===== src/sv/ale_pkg.sv =====
// Package for the array list engine: sizes, codes and item types.
package ale_pkg;

    localparam int CAPACITY   = 16;
    localparam int DATA_WIDTH = 32;
    localparam int IDX_W      = $clog2(CAPACITY);
    localparam int CNT_W      = $clog2(CAPACITY + 1);

    typedef enum logic [2:0] {
        CMD_PUSH_BACK  = 3'd0,
        CMD_PUSH_FRONT = 3'd1,
        CMD_POP_BACK   = 3'd2,
        CMD_POP_FRONT  = 3'd3,
        CMD_FIND       = 3'd4,
        CMD_CHANGE     = 3'd5
    } t_cmd;

    typedef enum logic [2:0] {
        STS_OK       = 3'd0,
        STS_FULL     = 3'd1,
        STS_EMPTY    = 3'd2,
        STS_BADPOS   = 3'd3,
        STS_NOTFOUND = 3'd4
    } t_status;

    typedef enum logic [1:0] {
        S_IDLE,
        S_EXEC,
        S_WALK,
        S_DONE
    } t_state;

    typedef struct packed {
        logic [2:0]         command;
        logic signed [31:0] value;
        logic [3:0]         position;
    } t_in_item;

    typedef struct packed {
        t_status    status;
        logic [3:0] match_index;
        logic [4:0] entry_count;
        logic       last;
    } t_out_item;

endpackage


===== src/sv/array_list_engine.sv =====
// Array list engine: bounded ordered list of signed words with a walking sequencer.
//
// Usage. An item on the input channel (i_in_valid / o_in_ready, payload
// i_in_item) carries one command: push back, push front, pop back, pop front,
// find or change. Results leave on the output channel (o_out_valid /
// i_out_ready, payload o_out_item). Every command gives one result, except a
// find with matches, which gives one result per matching index in ascending
// order; the last flag marks the final result of each command.
// Throughput. The engine takes one item at a time: o_in_ready is
// high only while it is idle. Push back, pop back, change and unused codes
// execute without a walk. Push front, pop front
// and find walk the stored entries through one memory read port and one
// write port, one entry a cycle while no find match waits to go out, so
// the walk is what sets how long these commands take.
// Reset. A synchronous active-low reset empties the list and drops any result
// held in the output register. The entry memory is not cleared; only entries
// below the count are ever read.
// Stalls. A result is held in the output register until taken. While it waits
// the engine still accepts the next item but holds it before execution until
// the register frees; a find walk also holds while a further match waits.
module array_list_engine (
    input  logic              i_clk,
    input  logic              i_rst_n,
    input  logic              i_in_valid,
    output logic              o_in_ready,
    input  ale_pkg::t_in_item i_in_item,
    output logic              o_out_valid,
    input  logic              i_out_ready,
    output ale_pkg::t_out_item o_out_item
);
    import ale_pkg::*;

    // Sequencer and command registers
    t_state                 r_state, n_state;
    logic [2:0]             r_cmd;
    logic [DATA_WIDTH-1:0]  r_val;
    logic [3:0]             r_pos;
    logic [CNT_W-1:0]       r_count, n_count;

    // Walk counters: next read address, reads still to issue, and the
    // address of the word now sitting in the read data register
    logic [IDX_W-1:0]       r_idx, n_idx;
    logic [CNT_W-1:0]       r_left, n_left;
    logic                   r_pend, n_pend;
    logic [IDX_W-1:0]       r_pidx, n_pidx;

    // Find: most recent match, held back until we know whether it is the last
    logic                   r_hit_valid, n_hit_valid;
    logic [IDX_W-1:0]       r_hit_idx, n_hit_idx;

    // Entry memory, one write and one registered read port
    logic [DATA_WIDTH-1:0]  r_mem [CAPACITY];
    logic [DATA_WIDTH-1:0]  r_rdata;
    logic                   mem_we, mem_re;
    logic [IDX_W-1:0]       mem_waddr, mem_raddr;
    logic [DATA_WIDTH-1:0]  mem_wdata;

    // Output register
    logic                   r_out_valid;
    t_out_item              r_out, n_out;
    logic                   emit;

    logic                   out_free;
    logic                   in_fire;
    logic                   hit;
    logic                   stall;
    logic                   full;
    logic                   empty;

    assign out_free    = !r_out_valid || i_out_ready;
    assign o_in_ready  = (r_state == S_IDLE);
    assign in_fire     = i_in_valid && o_in_ready;
    assign o_out_valid = r_out_valid;
    assign o_out_item  = r_out;

    assign full  = (r_count >= CNT_W'(CAPACITY));
    assign empty = (r_count == '0);
    assign hit   = (r_rdata == r_val);
    // Hold the walk when a held-back match must go out and the register is busy
    assign stall = r_pend && (r_cmd == CMD_FIND) && hit && r_hit_valid && !out_free;

    // Next state
    always_comb begin
        n_state = r_state;
        unique case (r_state)
            S_IDLE: begin
                if (in_fire) begin
                    n_state = S_EXEC;
                end
            end
            S_EXEC: begin
                if (out_free) begin
                    n_state = S_IDLE;
                    if ((r_cmd == CMD_PUSH_FRONT && !full)
                        || (r_cmd == CMD_POP_FRONT && !empty)
                        || (r_cmd == CMD_FIND && !empty)) begin
                        n_state = S_WALK;
                    end
                end
            end
            S_WALK: begin
                if (!stall && r_left == '0) begin
                    n_state = S_DONE;
                end
            end
            S_DONE: begin
                if (out_free) begin
                    n_state = S_IDLE;
                end
            end
            default: n_state = S_IDLE;
        endcase
    end

    // Datapath controls and results
    always_comb begin
        n_count     = r_count;
        n_idx       = r_idx;
        n_left      = r_left;
        n_pend      = r_pend;
        n_pidx      = r_pidx;
        n_hit_valid = r_hit_valid;
        n_hit_idx   = r_hit_idx;
        mem_we      = 1'b0;
        mem_re      = 1'b0;
        mem_waddr   = r_pidx;
        mem_raddr   = r_idx;
        mem_wdata   = r_rdata;
        emit        = 1'b0;
        n_out       = r_out;

        unique case (r_state)
            S_IDLE: begin
                n_pend = 1'b0;
            end
            S_EXEC: begin
                if (out_free) begin
                    n_out.status      = STS_OK;
                    n_out.match_index = '0;
                    n_out.last        = 1'b1;
                    emit              = 1'b1;
                    unique case (r_cmd)
                        CMD_PUSH_BACK: begin
                            if (full) begin
                                n_out.status = STS_FULL;
                            end else begin
                                mem_we    = 1'b1;
                                mem_waddr = r_count[IDX_W-1:0];
                                mem_wdata = r_val;
                                n_count   = r_count + 1'b1;
                            end
                        end
                        CMD_PUSH_FRONT: begin
                            if (full) begin
                                n_out.status = STS_FULL;
                            end else begin
                                // walk downwards from the top entry
                                emit   = 1'b0;
                                n_idx  = IDX_W'(r_count - 1'b1);
                                n_left = r_count;
                            end
                        end
                        CMD_POP_BACK: begin
                            if (empty) begin
                                n_out.status = STS_EMPTY;
                            end else begin
                                n_count = r_count - 1'b1;
                            end
                        end
                        CMD_POP_FRONT: begin
                            if (empty) begin
                                n_out.status = STS_EMPTY;
                            end else begin
                                emit   = 1'b0;
                                n_idx  = IDX_W'(1);
                                n_left = r_count - 1'b1;
                            end
                        end
                        CMD_FIND: begin
                            if (empty) begin
                                n_out.status = STS_NOTFOUND;
                            end else begin
                                emit        = 1'b0;
                                n_idx       = '0;
                                n_left      = r_count;
                                n_hit_valid = 1'b0;
                            end
                        end
                        CMD_CHANGE: begin
                            if ({1'b0, r_pos} >= r_count) begin
                                n_out.status = STS_BADPOS;
                            end else begin
                                mem_we    = 1'b1;
                                mem_waddr = IDX_W'(r_pos);
                                mem_wdata = r_val;
                            end
                        end
                        default: ;
                    endcase
                    n_out.entry_count = n_count;
                end
            end
            S_WALK: begin
                if (!stall) begin
                    // Issue the next read
                    n_pend = (r_left != '0);
                    if (r_left != '0) begin
                        mem_re = 1'b1;
                        n_left = r_left - 1'b1;
                        n_pidx = r_idx;
                        n_idx  = (r_cmd == CMD_PUSH_FRONT) ? r_idx - 1'b1 : r_idx + 1'b1;
                    end
                    // Retire the word now held in the read data register
                    if (r_pend) begin
                        case (r_cmd)
                            CMD_PUSH_FRONT: begin
                                mem_we    = 1'b1;
                                mem_waddr = r_pidx + 1'b1;
                            end
                            CMD_POP_FRONT: begin
                                mem_we    = 1'b1;
                                mem_waddr = r_pidx - 1'b1;
                            end
                            default: begin
                                if (hit) begin
                                    if (r_hit_valid) begin
                                        emit              = 1'b1;
                                        n_out.status      = STS_OK;
                                        n_out.match_index = 4'(r_hit_idx);
                                        n_out.entry_count = r_count;
                                        n_out.last        = 1'b0;
                                    end
                                    n_hit_valid = 1'b1;
                                    n_hit_idx   = r_pidx;
                                end
                            end
                        endcase
                    end
                end
            end
            S_DONE: begin
                if (out_free) begin
                    emit              = 1'b1;
                    n_out.status      = STS_OK;
                    n_out.match_index = '0;
                    n_out.last        = 1'b1;
                    case (r_cmd)
                        CMD_PUSH_FRONT: begin
                            mem_we    = 1'b1;
                            mem_waddr = '0;
                            mem_wdata = r_val;
                            n_count   = r_count + 1'b1;
                        end
                        CMD_POP_FRONT: begin
                            n_count = r_count - 1'b1;
                        end
                        default: begin
                            if (r_hit_valid) begin
                                n_out.match_index = 4'(r_hit_idx);
                            end else begin
                                n_out.status = STS_NOTFOUND;
                            end
                        end
                    endcase
                    n_out.entry_count = n_count;
                end
            end
            default: ;
        endcase
    end

    // Control registers
    always_ff @(posedge i_clk) begin
        if (!i_rst_n) begin
            r_state     <= S_IDLE;
            r_count     <= '0;
            r_out_valid <= 1'b0;
            r_pend      <= 1'b0;
            r_hit_valid <= 1'b0;
        end else begin
            r_state     <= n_state;
            r_count     <= n_count;
            r_pend      <= n_pend;
            r_hit_valid <= n_hit_valid;
            if (emit) begin
                r_out_valid <= 1'b1;
            end else if (i_out_ready) begin
                r_out_valid <= 1'b0;
            end
        end
    end

    // Payload registers
    always_ff @(posedge i_clk) begin
        if (in_fire) begin
            r_cmd <= i_in_item.command;
            r_val <= DATA_WIDTH'(i_in_item.value);
            r_pos <= i_in_item.position;
        end
        r_idx     <= n_idx;
        r_left    <= n_left;
        r_pidx    <= n_pidx;
        r_hit_idx <= n_hit_idx;
        if (emit) begin
            r_out <= n_out;
        end
    end

    // Entry memory
    always_ff @(posedge i_clk) begin
        if (mem_we) begin
            r_mem[mem_waddr] <= mem_wdata;
        end
    end

    always_ff @(posedge i_clk) begin
        if (mem_re) begin
            r_rdata <= r_mem[mem_raddr];
        end
    end

endmodule


===== config.mk =====
export PLATFORM = sky130hd
export DESIGN_NAME = array_list_engine
export DESIGN_NICKNAME = d
export VERILOG_FILES = /design/src/sv/ale_pkg.sv /design/src/sv/array_list_engine.sv
export SDC_FILE = /design/constraint.sdc
export NUM_CORES = 1
export LEC_CHECK = 0
export ABC_AREA = 1
export BUFFER_PORTS_ARGS = -buffer_cell sky130_fd_sc_hd__buf_2
export CORE_AREA = 2 2 214 216
export CTS_BUF_LIST = sky130_fd_sc_hd__clkbuf_8
export DETAILED_ROUTE_END_ITERATION = 8
export DIE_AREA = 0 0 216 218
export PLACE_DENSITY = 0.82
export SKIP_LAST_GASP = 1
export SLEW_MARGIN = 25
export SYNTH_ARGS = -nofsm -noshare
export SYNTH_HDL_FRONTEND = slang
export SYNTH_SLANG_ARGS = --single-unit

===== constraint.sdc =====
create_clock -name i_clk -period 5.2 [get_ports i_clk]
set_input_delay 0.78 -clock i_clk [delete_from_list [all_inputs] [get_ports i_clk]]
set_output_delay 0.78 -clock i_clk [all_outputs]
set_load 0.005 [all_outputs]

### After elaboration in Yosys (flattened, before gate mapping)

Memory sizes are Yosys's and may differ from the RTL's. A register that Yosys moved wholly into a read port is not among the register bits.
Cells that the tools add are included.

* output and inout bits: 15
* memories kept: 1
* input bits: 43
* bits in registers: 79
* word-level logic and storage cells: 193
* memory bits (writable): 512

* add/subtract/negate cells: 7
* eq/ne operators: 25
* multiplexer cells: 101
* $lt $le $gt $ge: 2
* bitwise logic cells: 2
* reductions and logical operators: 39

Memory list
* r_mem: depth 16, bits a word 32, read ports 1, clocked after memory_dff 1, write ports 1, line array_list_engine.sv:52 `logic [DATA_WIDTH-1:0] r_mem [CAPACITY];`

Operator list (count)
* $mux W32: 5
* $pmux W32 S2: 2
* $mux W13: 7
* $mux W4: 15
* $mux W5: 10
* $pmux W5 S2: 4
* $pmux W13 S3: 1
* $mux W1: 33
* $eq A32 B32 Y1: 1
* $pmux W4 S2: 3
* $pmux W4 S3: 2
* $ne A2 B2 Y1 const B: 11
* $reduce_and A8 Y1: 2
* $pmux W5 S3: 1
* $mux W2: 7
* $pmux W3 S4: 1
* $logic_not A5 Y1: 2
* $sub A5 B1 Y5 const B: 2
* $logic_and A1 B1 Y1: 9
* $ne A3 B3 Y1 const B: 3
* $reduce_and A9 Y1: 1
* $add A4 B1 Y4 const B: 2
* $pmux W1 S2: 4
* $pmux W2 S4: 1
* other kinds (27): 47

### Depth between registers and ports, before layout

Gate-level depths: netlist (run 1).

* depth in word-level cells: 9
* depth in mapped cells: 19
* gate-level depth less buffers: 17

### Worst setup path after synthesis (run 1)

Ideal clock, no wire load.

* kind: register -> register
* start point: register r_cmd[2]
* end point: memory r_mem[0][0], enable pin
* period minus slack after synthesis: 4068 ps
* required time: 4779 ps
* library setup time: 421 ps
* path buffers: 0
* stages on the path, launching flop included: 16
* setup slack: 1132 ps
* data arrival time: 3647 ps
* cell sequence: edfxtp_1 -> nor2_4 -> inv_2 -> nor2_2 -> ha_1 -> a21oi_1 -> nand2_1 -> nand2_1 -> nand3b_1 -> o21ai_0 -> nand2_1 -> inv_1 -> nand2_2 -> nor2_4 -> nand2_2 -> nor2_1

* cells in the longest elaborated chain, start to end: 9
* elaborated cells between the ends (all ways): 28
* those cells by class: eq/ne: 4; mux: 18; reduce/logical: 6

Ends and longest elaborated chain
* start: declaration: line array_list_engine.sv:35 `logic [2:0] r_cmd;`
* start signal: assignment: line array_list_engine.sv:296 `r_cmd <= i_in_item.command;`
* branches (longest 9 deep; another with $eq A3 B1 Y1)
* end: declaration: line array_list_engine.sv:52

Parallel ways; which one is timed is not known.

### Worst setup path in the final report (run 1)

* start point: register r_cmd[2]
* end point: memory r_mem[4][14], enable pin

The elaborated chain is that of the path after synthesis.

==> results of run 1 <==
==> cell families after synthesis <==
logic type,Yosys count
XOR/XNOR,22
AND/OR/NAND/NOR,661
AO/OA/AOI/OAI,625
flip-flops,623
adder cells (fa/ha/maj),15
buffers and inverters,250
==> metrics by stage <==
stage               setup WS, ns  utilization
floorplan                   1.13            -
global placement            1.10        0.617
detailed placement          1.05        0.617
CTS                         1.07        0.657
global route               0.739        0.660
finish                      1.03        0.660
==> sequential cells by signal (all words and copies together), names as in the netlist, 3 cells and up, named ones only <==
signal and flops:
r_mem 512, r_left 5, mem_raddr 4, r_val 32, r_cmd 3, r_rdata 32, r_count 5, r_hit_idx 4
o_out_item 13, r_pos 4, r_pidx 4
==> cell usage after synthesis, types with 3 or more instances <==
cell      number  area, sq um
edfxtp_1     613        18400
buf_2         15         75.1
xnor2_1       17          149
ha_1          13          163
inv_1         95          357
dfxtp_1       10          200
a31oi_1       18          113
inv_2         15         56.3
nor2_4         5         56.3
nor2_2         6         37.5
nor3_1        18         90.1
nand2_2       13         81.3
nand2_1      169          634
clkbuf_1     117          439
a21oi_1       54          270
o221ai_1     103          902
or2_2          4         25.0
nand3_1      103          515
o21ai_0      308         1540
buf_6          3         33.8
nor2_1       319         1200
xor2_1         5         43.8
o22ai_1       49          307
o211ai_1      42          315
o21bai_1      24          180
o21ai_1       19         95.1
nand4_1       10         62.6
==> area by class of cell <==
type | count | area [sq um] | share of cell area
multi-input cells | 1323 | 7210 | 0.244
clock inverters | 71 | 407 | 0.0137
clock buffers | 100 | 1380 | 0.0465
flip-flops and latches | 623 | 18600 | 0.628
repair buffers | 110 | 823 | 0.0278
well taps | 600 | 751 | 0.0254
inverters | 113 | 432 | 0.0146
==> routing by layer <==
metal  up-vias  track usage  share of wire
met5         -            0              0
met4         0        0.190          0.061
met3       242       0.0667           0.11
met2      1408        0.489           0.47
met1      9132        0.396           0.36
li1       8320            -              -
==> worst max-delay path by stage <==
| stage | slack (ns) | depth (start not counted) | start | end |
|---|---|---|---|---|
| after global placement | 1.10 | 14 | i_out_ready | r_mem[4][31] |
| after detailed placement | 1.05 | 14 | i_out_ready | r_mem[4][14] |
| after CTS | 1.07 | 16 | r_cmd[2] | r_mem[4][14] |
| final | 1.03 | 16 | r_cmd[2] | r_mem[4][14] |
| after floorplan | 1.13 | 15 | r_cmd[2] | r_mem[0][0] |
| after global routing | 0.74 | 16 | r_cmd[2] | r_mem[4][11] |
==> where the power goes <==
group	total (mW)	internal, mW	leakage [nW]	switching (mW)
Clock	3.82	1.94	0.999	1.88
Sequential	5.77	5.71	5.64	0.0608
Combinational	1.50	0.381	3.38	1.12
Total	11.1	8.03	10.0	3.05
==> results by group, run 1 <==
Outcome
  • Outcome: complete, no violations

Synth
  • Post-synth EDFFs: between 600 and 700
  • Post-synthesis mux area share: 0
  • Synth Cell Area: 26600 sq um
  • Seq cells post-synth: just over 600
  • Compound-cell area share of the yosys netlist: 0.143
  • Post-Synthesis Cells: 2196
  • Mapped Avg Cell Area: 12.1 sq um
  • Top FF cell, synth: edfxtp_1
  • Post-synthesis adder-cell area fraction: 0.00762
  • Netlist cell types: 46
  • YS warnings: 0
  • FFs w/ async S/R, synth: 0
  • XOR/XNOR Fraction of Synth Area: 0.00724
  • Simple-Gate Fraction of Synth Area: 0.106
  • Seq/Total Area, Yosys: 0.699
  • Largest family of logic cells by synthesized area: compound AO/OA/AOI/OAI gates
  • Synthesized net count: 2254

Final layout
  • Layout fillers: 3166
  • Fin cells: 2940
  • Fraction of layout cells with a size suffix above 1: 0.136
  • Commonest non-fill, non-tap cell in the layout: edfxtp_1
  • Syn-to-layout area delta: 11.3%
  • Ant. Diodes: 0
  • Fin area: ~30000 sq um
  • Fin nets: 2325
  • Most frequent cells in the layout: edfxtp_1, o21ai_0, nor2_1

Timing
  • Final setup viols: 0
  • Period minus WS final: 4.17 ns
  • Fin crit share: 0.802
  • Fmax: between 200 and 250 MHz
  • Clock skew: a little under 0.03 ns
  • RSZ-0062 raised after global routing: no
  • Worst slew pin tran: about 1.1 ns
  • Max-slew violation count: 0
  • Slew headroom: 0.243
  • WHS: between 0.2 and 0.3 ns
  • Setup TNS: 0 ns
  • Final count of hold timing violations: 0

Hold path
  • Hold Crit Class: in -> reg
  • Startpoint of the worst hold path: i_in_item[26]
  • Hold path endpoint: r_val[22]
  • Hold Crit Depth: 1

Die
  • I/O pin cnt: 58
  • Die Wd: 216 um
  • Die area: around 47000 sq um
  • Die height: 218 um
  • Total core area: 44900 sq um
  • Core Rows: 78
  • Initial core utilization: 0.593

Setup path
  • Crit-path max FO: 23
  • Worst r2r dst: r_mem[4][14]
  • Largest stage delay on the critical path: 0.71 ns
  • Reg2reg start: r_cmd[2]
  • Slowest CP cell: nor2_4
  • Worst Setup End Kind: flip-flop
  • Worst R2R Setup Slack: 1.03 ns
  • Worst path cell trace: nor2_4, inv_2, nor2_2, ha_1, a21oi_1, nand2_1, nand2_1, nand3b_1, o21ai_0, nand2_1, inv_1, nand2_2, nor2_4, nand2_2, nor2_4, buf_4
  • Worst Path Required: 5.61 ns
  • Crit path max-delay family: simple AND/OR/NAND/NOR gates
  • CP Buf/Inv Count: 3
  • CP Data Arrival Time: 4.57 ns
  • Critical path class: reg -> reg
  • FF-to-FF path depth: 16
  • Setup crit start kind: flip-flop

Clock tree
  • CTS Buffer Depth: 3
  • Reg clk slew, reported paths: approximately 0.06 ns
  • Hold-fix buffers at CTS: 0
  • CTS Sinks: 623
  • TritonCTS buffer count: 96
  • Post-cts repair resize count: 0
  • Post CTS Setup Buffer Count: 0
  • Clock Tree Root: clkbuf_8
  • Clk Latency, worst-skew pair: 0.71 ns
  • CTS tree: done
  • H-tree depth: 3

Detailed routing
  • Iter 0 DRT Violations: 2477
  • Post-Route WL: 73.0 mm
  • DRT antenna net count: 0
  • Vias per inst: around 6.5
  • Via count: 19100
  • Routed len/inst: 24.8 um
  • DR pass1 iterations: 6
  • DRC: 0

Placement
  • Post-DP Area: 27700 sq um
  • Dpl hpwl: 43.9 mm
  • Placed cells: ~2800
  • Final GP Congestion: between 0.9 and 1
  • Port buffer count: 57

Global route
  • GRT Total Usage: 0.310
  • Wire length of the first global-routing pass: 109 mm
  • Pin count of the biggest net entering global routing: roughly 140
  • Initial antenna violation count: 0
  • Vias in the first global route: 18400
  • Total grt overflow: 0

Run
  • Maxcap violations: 0

Power
  • Max IR drop VDD: 0.000324 V
  • Final total power: 11.1 mW
  • Pwr Density: 374 nW/um^2
  • P_leak: 10.0 nW
(Power assumes the default switching activity.)
==> inputs of run 2 (changes only) <==
ABC_AREA = 0   (was 1)
CORE_AREA = 2 2 212 214   (was 2 2 214 216)
DIE_AREA = 0 0 214 216   (was 0 0 216 218)
PLACE_DENSITY = 0.83   (was 0.82)
clock period = 3.42 ns   (was 5.2 ns; I/O delays follow)
==> results by group, run 2 <==
Synth
  • Synth Cell Area: 25300 sq um
  • Compound-cell area share of the yosys netlist: 0.0315
  • Post-Synthesis Cells: 1238
  • Top FF cell, synth: edfxtp_1
  • Largest family of logic cells by synthesized area: multiplexers
  • YS warnings: 0
  • Simple-Gate Fraction of Synth Area: 0.0332
  • Post-synthesis mux area share: 0.162
  • Synth area leaders: edfxtp_1, mux4_2, mux2_4
  • Post-synthesis adder-cell area fraction: 0.00801
  • Synthesized net count: 1296
  • Seq/Total Area, Yosys: 0.735
  • Yosys top cell area share: 0.727
  • Post-synth EDFFs: 613
  • Area leader, netlist: edfxtp_1
  • Top cell types by occurrence after synthesis: edfxtp_1, mux4_2, clkbuf_1
  • FFs w/ async S/R, synth: 0
  • XOR/XNOR Fraction of Synth Area: 0.0166
  • Count leader, synth: edfxtp_1
  • Seq cells post-synth: 623
  • Netlist cell types: 68
  • Mapped Avg Cell Area: 20.4 sq um

Global route
  • GRT Total Usage: 0.255
  • Pin count of the biggest net entering global routing: approximately 70
  • GR Util met1: 0.351
  • Total grt overflow: 0
  • Initial antenna violation count: 0
  • Gr busiest metal: met2
  • M2 GR Usage: 0.409
  • Wire length of the first global-routing pass: 86.1 mm
  • Vias in the first global route: 13500
  • Met3 usage: 0.0598

Run
  • Maxcap violations: 0

Setup path
  • CP Buf/Inv Count: 3
  • Cell repeated most along the worst path: buf_4
  • Setup crit start kind: flip-flop
  • Worst Path Required: 3.78 ns
  • Critical path class: reg -> reg
  • Crit-path max FO: 16
  • Crit path max-delay family: compound AO/OA/AOI/OAI gates
  • Worst path cell trace: buf_4, or2_1, a211o_1, a311o_1, a221oi_4, o21ai_4, nor4_4, buf_4, buf_8
  • Worst Setup End Kind: flip-flop
  • Largest stage delay on the critical path: 0.46 ns
  • Slowest CP cell: a311o_1
  • CP Data Arrival Time: about 3.7 ns
  • Worst R2R Setup Slack: 0.12 ns

Placement
  • Placement Setup Slack: between 0.1 and 0.15 ns
  • Post-DP Area: 27200 sq um
  • Final GP Congestion: 0.907
  • Dpl hpwl: ~34 mm
  • Port buffer count: 57
  • Placed cells: 1893

Final layout
  • Most frequent cells in the layout: edfxtp_1, mux4_2, clkbuf_8
  • Fraction of layout cells with a size suffix above 1: 0.317
  • Fin nets: 1492
  • Fin cells: about 2100
  • Syn-to-layout area delta: 15.9%
  • Top reg by flops: r_mem
  • Multi-input logic area: 6700 sq um
  • Ant. Diodes: 0
  • Commonest non-fill, non-tap cell in the layout: edfxtp_1
  • Util after Layout: 0.669
  • Fin area: 29300 sq um
  • Max FFs per register: about 510
  • Register area: 18600 sq um
  • Layout fillers: between 2000 and 3000
  • Biggest regs: r_mem (512), r_rdata (32), r_val (32)

Timing
  • Setup TNS: 0 ns
  • Final setup viols: 0
  • WHS: 0.0394 ns
  • Final setup margin: 0.121 ns
  • Max-slew violation count: 0
  • Worst slew pin tran: between 0.9 and 1 ns
  • Final count of hold timing violations: 0
  • Fmax: 303 MHz
  • Slew headroom: 0.366
  • Clock skew: 0.0343 ns
  • RSZ-0062 raised after global routing: yes
  • Period minus WS final: 3.30 ns
  • Fin crit share: 0.965

Power
  • Power share of the sequential group: 0.559
  • P_sw: 3.45 mW
  • Clk network pwr share: 0.377
  • Power share of the combinational group: 0.064
  • P_leak: 9.61 nW
  • Internal power: 11.8 mW
  • Final total power: roughly 15 mW
  • Max IR drop VDD: roughly 0.00041 V
  • Pwr Density: 520 nW/um^2
  • Net Sw Frac: 0.226

Detailed routing
  • Routed len/inst: 27.6 um
  • Vias per inst: 6.36
  • DR pass1 iterations: 6
  • Iter 0 DRT Violations: 1536
  • Via count: between 10000 and 15000
  • DRC: 0
  • Post-Route WL: 57.9 mm
  • DRT antenna net count: 0

Die
  • Total core area: 43800 sq um
  • Initial core utilization: 0.577
  • Die height: roughly 220 um
  • Die Wd: 214 um
  • Core Rows: 77
  • I/O pin cnt: between 50 and 60
  • Die area: approximately 46000 sq um

Clock tree
  • CTS Buffer Depth: 3
  • H-tree depth: 3
  • CTS tree: done
  • Clock Tree Root: clkbuf_8
  • CTS Sinks: 623
  • Clk Latency, worst-skew pair: 0.70 ns
  • TritonCTS buffer count: 96
  • Reg clk slew, reported paths: 0.06 ns

Outcome
  • Outcome: complete, no violations

Hold path
  • Hold Crit Class: in -> reg
run 2: cell count changes after synthesis, sizes merged, moves of 44 or more:
cell,previous run,this run
clkbuf,117,42
inv,111,20
mux4,0,160
nand2,184,39
nand3,104,11
nor2,330,30
o21ai,329,23
o221ai,103,0
o22ai,49,5
run 2: what timing repair did:
| action | CTS | global route |
|---|---|---|
| gates resized for setup | 0 | 6 |
| setup buffers | 0 | 1 |
| hold buffers | 33 | 0 |
| hold endpoints to repair | 33 | 0 |
| endpoints found under the setup margin | 0 | 71 |
run 2: worst paths after layout:
| check | to | startpoint | cells after the start |
|---|---|---|---|
| worst max-delay path | r_mem[8][13] | r_cmd[2] | 9 |
| worst max register to register | r_mem[8][13] | r_cmd[2] | 9 |
| worst min register to register | o_out_item[8] | r_hit_idx[2] | 1 |
| worst min-delay path | r_pos[0] | i_in_item[0] | 1 |
run 2: cell families (layout without fill, tap and decap cells):
family          after synthesis  after routing
mux                         194            194
compound gates              114            114
flops                       623            623
xor+xnor                     48             48
buf+inv                      84            349
fa+ha+maj                    15             15
simple gates                160            160
run 2: layout make-up:
class / count / share of cell area
flip-flops and latches: 623 / 0.634
multi-input cells: 531 / 0.229
repair buffers: 160 / 0.0490
clock buffers: 96 / 0.0450
well taps: 592 / 0.0252
clock inverters: 71 / 0.0151
inverters: 22 / 0.00281
run 2: power by group through the flow:
stage | Sequential (mW) | Clock (mW) | Combinational, mW
6_report | 8.53 | 5.76 | 0.975
5_1_grt | 8.53 | 6.16 | 1.05
4_1_cts | 8.53 | 5.85 | 0.967
3_5_place_dp | 8.68 | 0 | 0.932
3_3_place_gp | 8.68 | 0 | 0.906
2_1_floorplan | 8.66 | 0 | 0.634
run 2: metal layers:
metal	routed length (um)	vias up
met5	0	-
met4	1740	0
met3	5320	121
met2	28400	775
met1	22500	6862
li1	-	5567
==> inputs of run 3 (changes only) <==
==> constraint.sdc (replaced) <==
create_clock -name i_clk -period 3.42 [get_ports i_clk]
set_input_delay 0.684 -clock i_clk [delete_from_list [all_inputs] [get_ports i_clk]]
set_output_delay 0.684 -clock i_clk [all_outputs]
set_load 0.005 [all_outputs]
==> results by group, run 3 (synthesis results as in run 2) <==
Timing
  • Final setup margin: 0.140 ns
  • Final count of hold timing violations: 0
  • Fmax: slightly above 300 MHz
  • Max-slew violation count: 0
  • Clock skew: 0.0342 ns
  • WHS: 0.137 ns
  • Worst slew pin tran: 0.922 ns
  • RSZ-0062 raised after global routing: yes
  • Final setup viols: 0
  • Fin crit share: 0.959
  • Slew headroom: 0.385
  • Period minus WS final: 3.28 ns

Final layout
  • Multi-input logic area: 6690 sq um
  • Syn-to-layout area delta: 15.2%
  • Most frequent cells in the layout: edfxtp_1, mux4_2, clkbuf_8
  • Fin nets: 1483
  • Fraction of layout cells with a size suffix above 1: 0.335
  • Max FFs per register: between 500 and 600
  • Register area: 18600 sq um
  • Layout fillers: roughly 2800
  • Biggest regs: r_mem (512), r_rdata (32), r_val (32)
  • Commonest non-fill, non-tap cell in the layout: edfxtp_1
  • Ant. Diodes: 0
  • Top reg by flops: r_mem

Setup path
  • Reg2reg start: r_cmd[2]
  • Worst path cell trace: and3b_1, ha_1, a21oi_1, nand4_1, a211oi_2, a41oi_2, a32o_2, nor4_4, buf_12
  • Slowest CP cell: edfxtp_1
  • Worst R2R Setup Slack: 0.14 ns
  • Worst r2r dst: r_mem[12][22]
  • CP Data Arrival Time: 3.65 ns
  • Crit-path max FO: 32
  • Worst Path Required: ~3.8 ns
  • Largest stage delay on the critical path: 0.42 ns
  • Setup crit start kind: flip-flop
  • Critical path class: reg -> reg
  • FF-to-FF path depth: 9
  • Worst Setup End Kind: flip-flop

Die
  • Die height: 216 um
  • I/O pin cnt: 58
  • Die area: 46200 sq um
  • Initial core utilization: 0.577
  • Die Wd: 214 um
  • Core Rows: 77
  • Total core area: 43800 sq um

Detailed routing
  • DRT antenna net count: 0
  • DR pass1 iterations: 5
  • Post-Route WL: 57.0 mm
  • Vias per inst: 6.34
  • DRC: 0
  • Routed len/inst: 27.2 um
  • Via count: 13300
  • Iter 0 DRT Violations: 1548

Placement
  • Placement Setup Slack: -0.0414 ns
  • Final GP Congestion: 0.892
  • Port buffer count: 57
  • Dpl hpwl: 35.1 mm

Clock tree
  • Clk Latency, worst-skew pair: between 0.7 and 0.8 ns
  • Clock Tree Root: clkbuf_8
  • CTS Sinks: 623
  • CTS Buffer Depth: 3
  • Hold-fix buffers at CTS: 0
  • Reg clk slew, reported paths: 0.07 ns
  • TritonCTS buffer count: 95
  • CTS tree: done
  • H-tree depth: 3

Global route
  • Pin count of the biggest net entering global routing: 56
  • Total grt overflow: 0
  • Initial antenna violation count: 0
  • GRT Total Usage: 0.254
  • Vias in the first global route: 13400
  • Wire length of the first global-routing pass: between 80 and 90 mm

Power
  • Max IR drop VDD: 0.000409 V
  • P_leak: about 9.6 nW
  • Pwr Density: 520 nW/um^2

Hold path
  • Hold Crit Depth: 1
  • Hold Crit Class: in -> reg
  • Startpoint of the worst hold path: i_in_item[30]
  • Hold path endpoint: r_val[26]

Outcome
  • Outcome: complete, no violations

Run
  • Maxcap violations: 0
==> run 3: cell count changes in the layout (fill, tap and decap cells not counted), sizes merged, moves of 2 or more <==
| cell | before | now |
|---|---|---|
| bufinv | 4 | 2 |
| buf | 126 | 152 |
| dlygate4sd3 | 33 | 0 |
| clkinv | 31 | 37 |
| clkbuf | 97 | 95 |
==> run 3: critical path, delay by kind of cell (launching register included) <==
kind            cells  cell delay [ns]
compound gates      4             0.99
fa+ha+maj           1             0.31
buf+inv             1             0.31
flops               1             0.42
simple gates        3             0.90
==> run 3: worst max path at each step <==
stage / from / endpoint / slack [ns] / depth (start not counted)
floorplan: r_cmd[2] / r_mem[10][0] / -1.21 / 11
global placement: i_out_ready / r_mem[3][23] / -0.01 / 9
detailed placement: i_out_ready / r_mem[3][18] / -0.04 / 9
CTS: r_cmd[2] / r_mem[3][15] / 0.03 / 10
global route: r_cmd[2] / r_mem[12][9] / -0.02 / 10
finish: r_cmd[2] / r_mem[12][22] / 0.14 / 9
==> run 3: cell type report <==
class,instances,area share
Timing Repair Buffer,152,0.0445
Clock buffer,95,0.0448
Clock inverter,77,0.0149
Inverter,22,0.00283
Multi-Input combinational cell,531,0.229
Sequential cell,623,0.638
Tap cell,592,0.0254
==> run 3: repair_timing <==
| action | 4_1_cts | 5_1_grt |
|---|---|---|
| resized for setup | 0 | 3 |
| setup endpoints to repair | 0 | 34 |
| hold endpoints to repair | 0 | 0 |
| setup buffers | 0 | 0 |
==> run 3: through the flow <==
stage          instance area [sq um]  power [mW]   util  TNS (ns)  std cells
5_1_grt                        29200        15.7  0.665    -0.100       2092
2_1_floorplan                  25600        9.29      -   -307.84       1238
3_5_place_dp                   27400        9.64  0.625    -0.726       1919
6_report                       29200        15.2  0.665         0       2092
4_1_cts                        29100        15.3  0.665         0       2091
3_3_place_gp                   27400        9.62  0.625    -0.141       1919
==> run 3: power by group <==
| group | leakage (nW) | internal (mW) | switching [mW] |
|---|---|---|---|
| registers | 5.62 | 8.46 | 0.0637 |
| logic | 2.95 | 0.412 | 0.553 |
| clock network | 1.02 | 2.79 | 2.88 |
| total | 9.59 | 11.7 | 3.50 |
==> run 3: metal layers <==
metal  share of wire  GRT usage  wire, um
met1            0.39      0.352     22000
met2            0.49      0.401     27800
met3           0.094     0.0589      5340
met4           0.031     0.0888      1780
met5          0.0012     0.0104        69
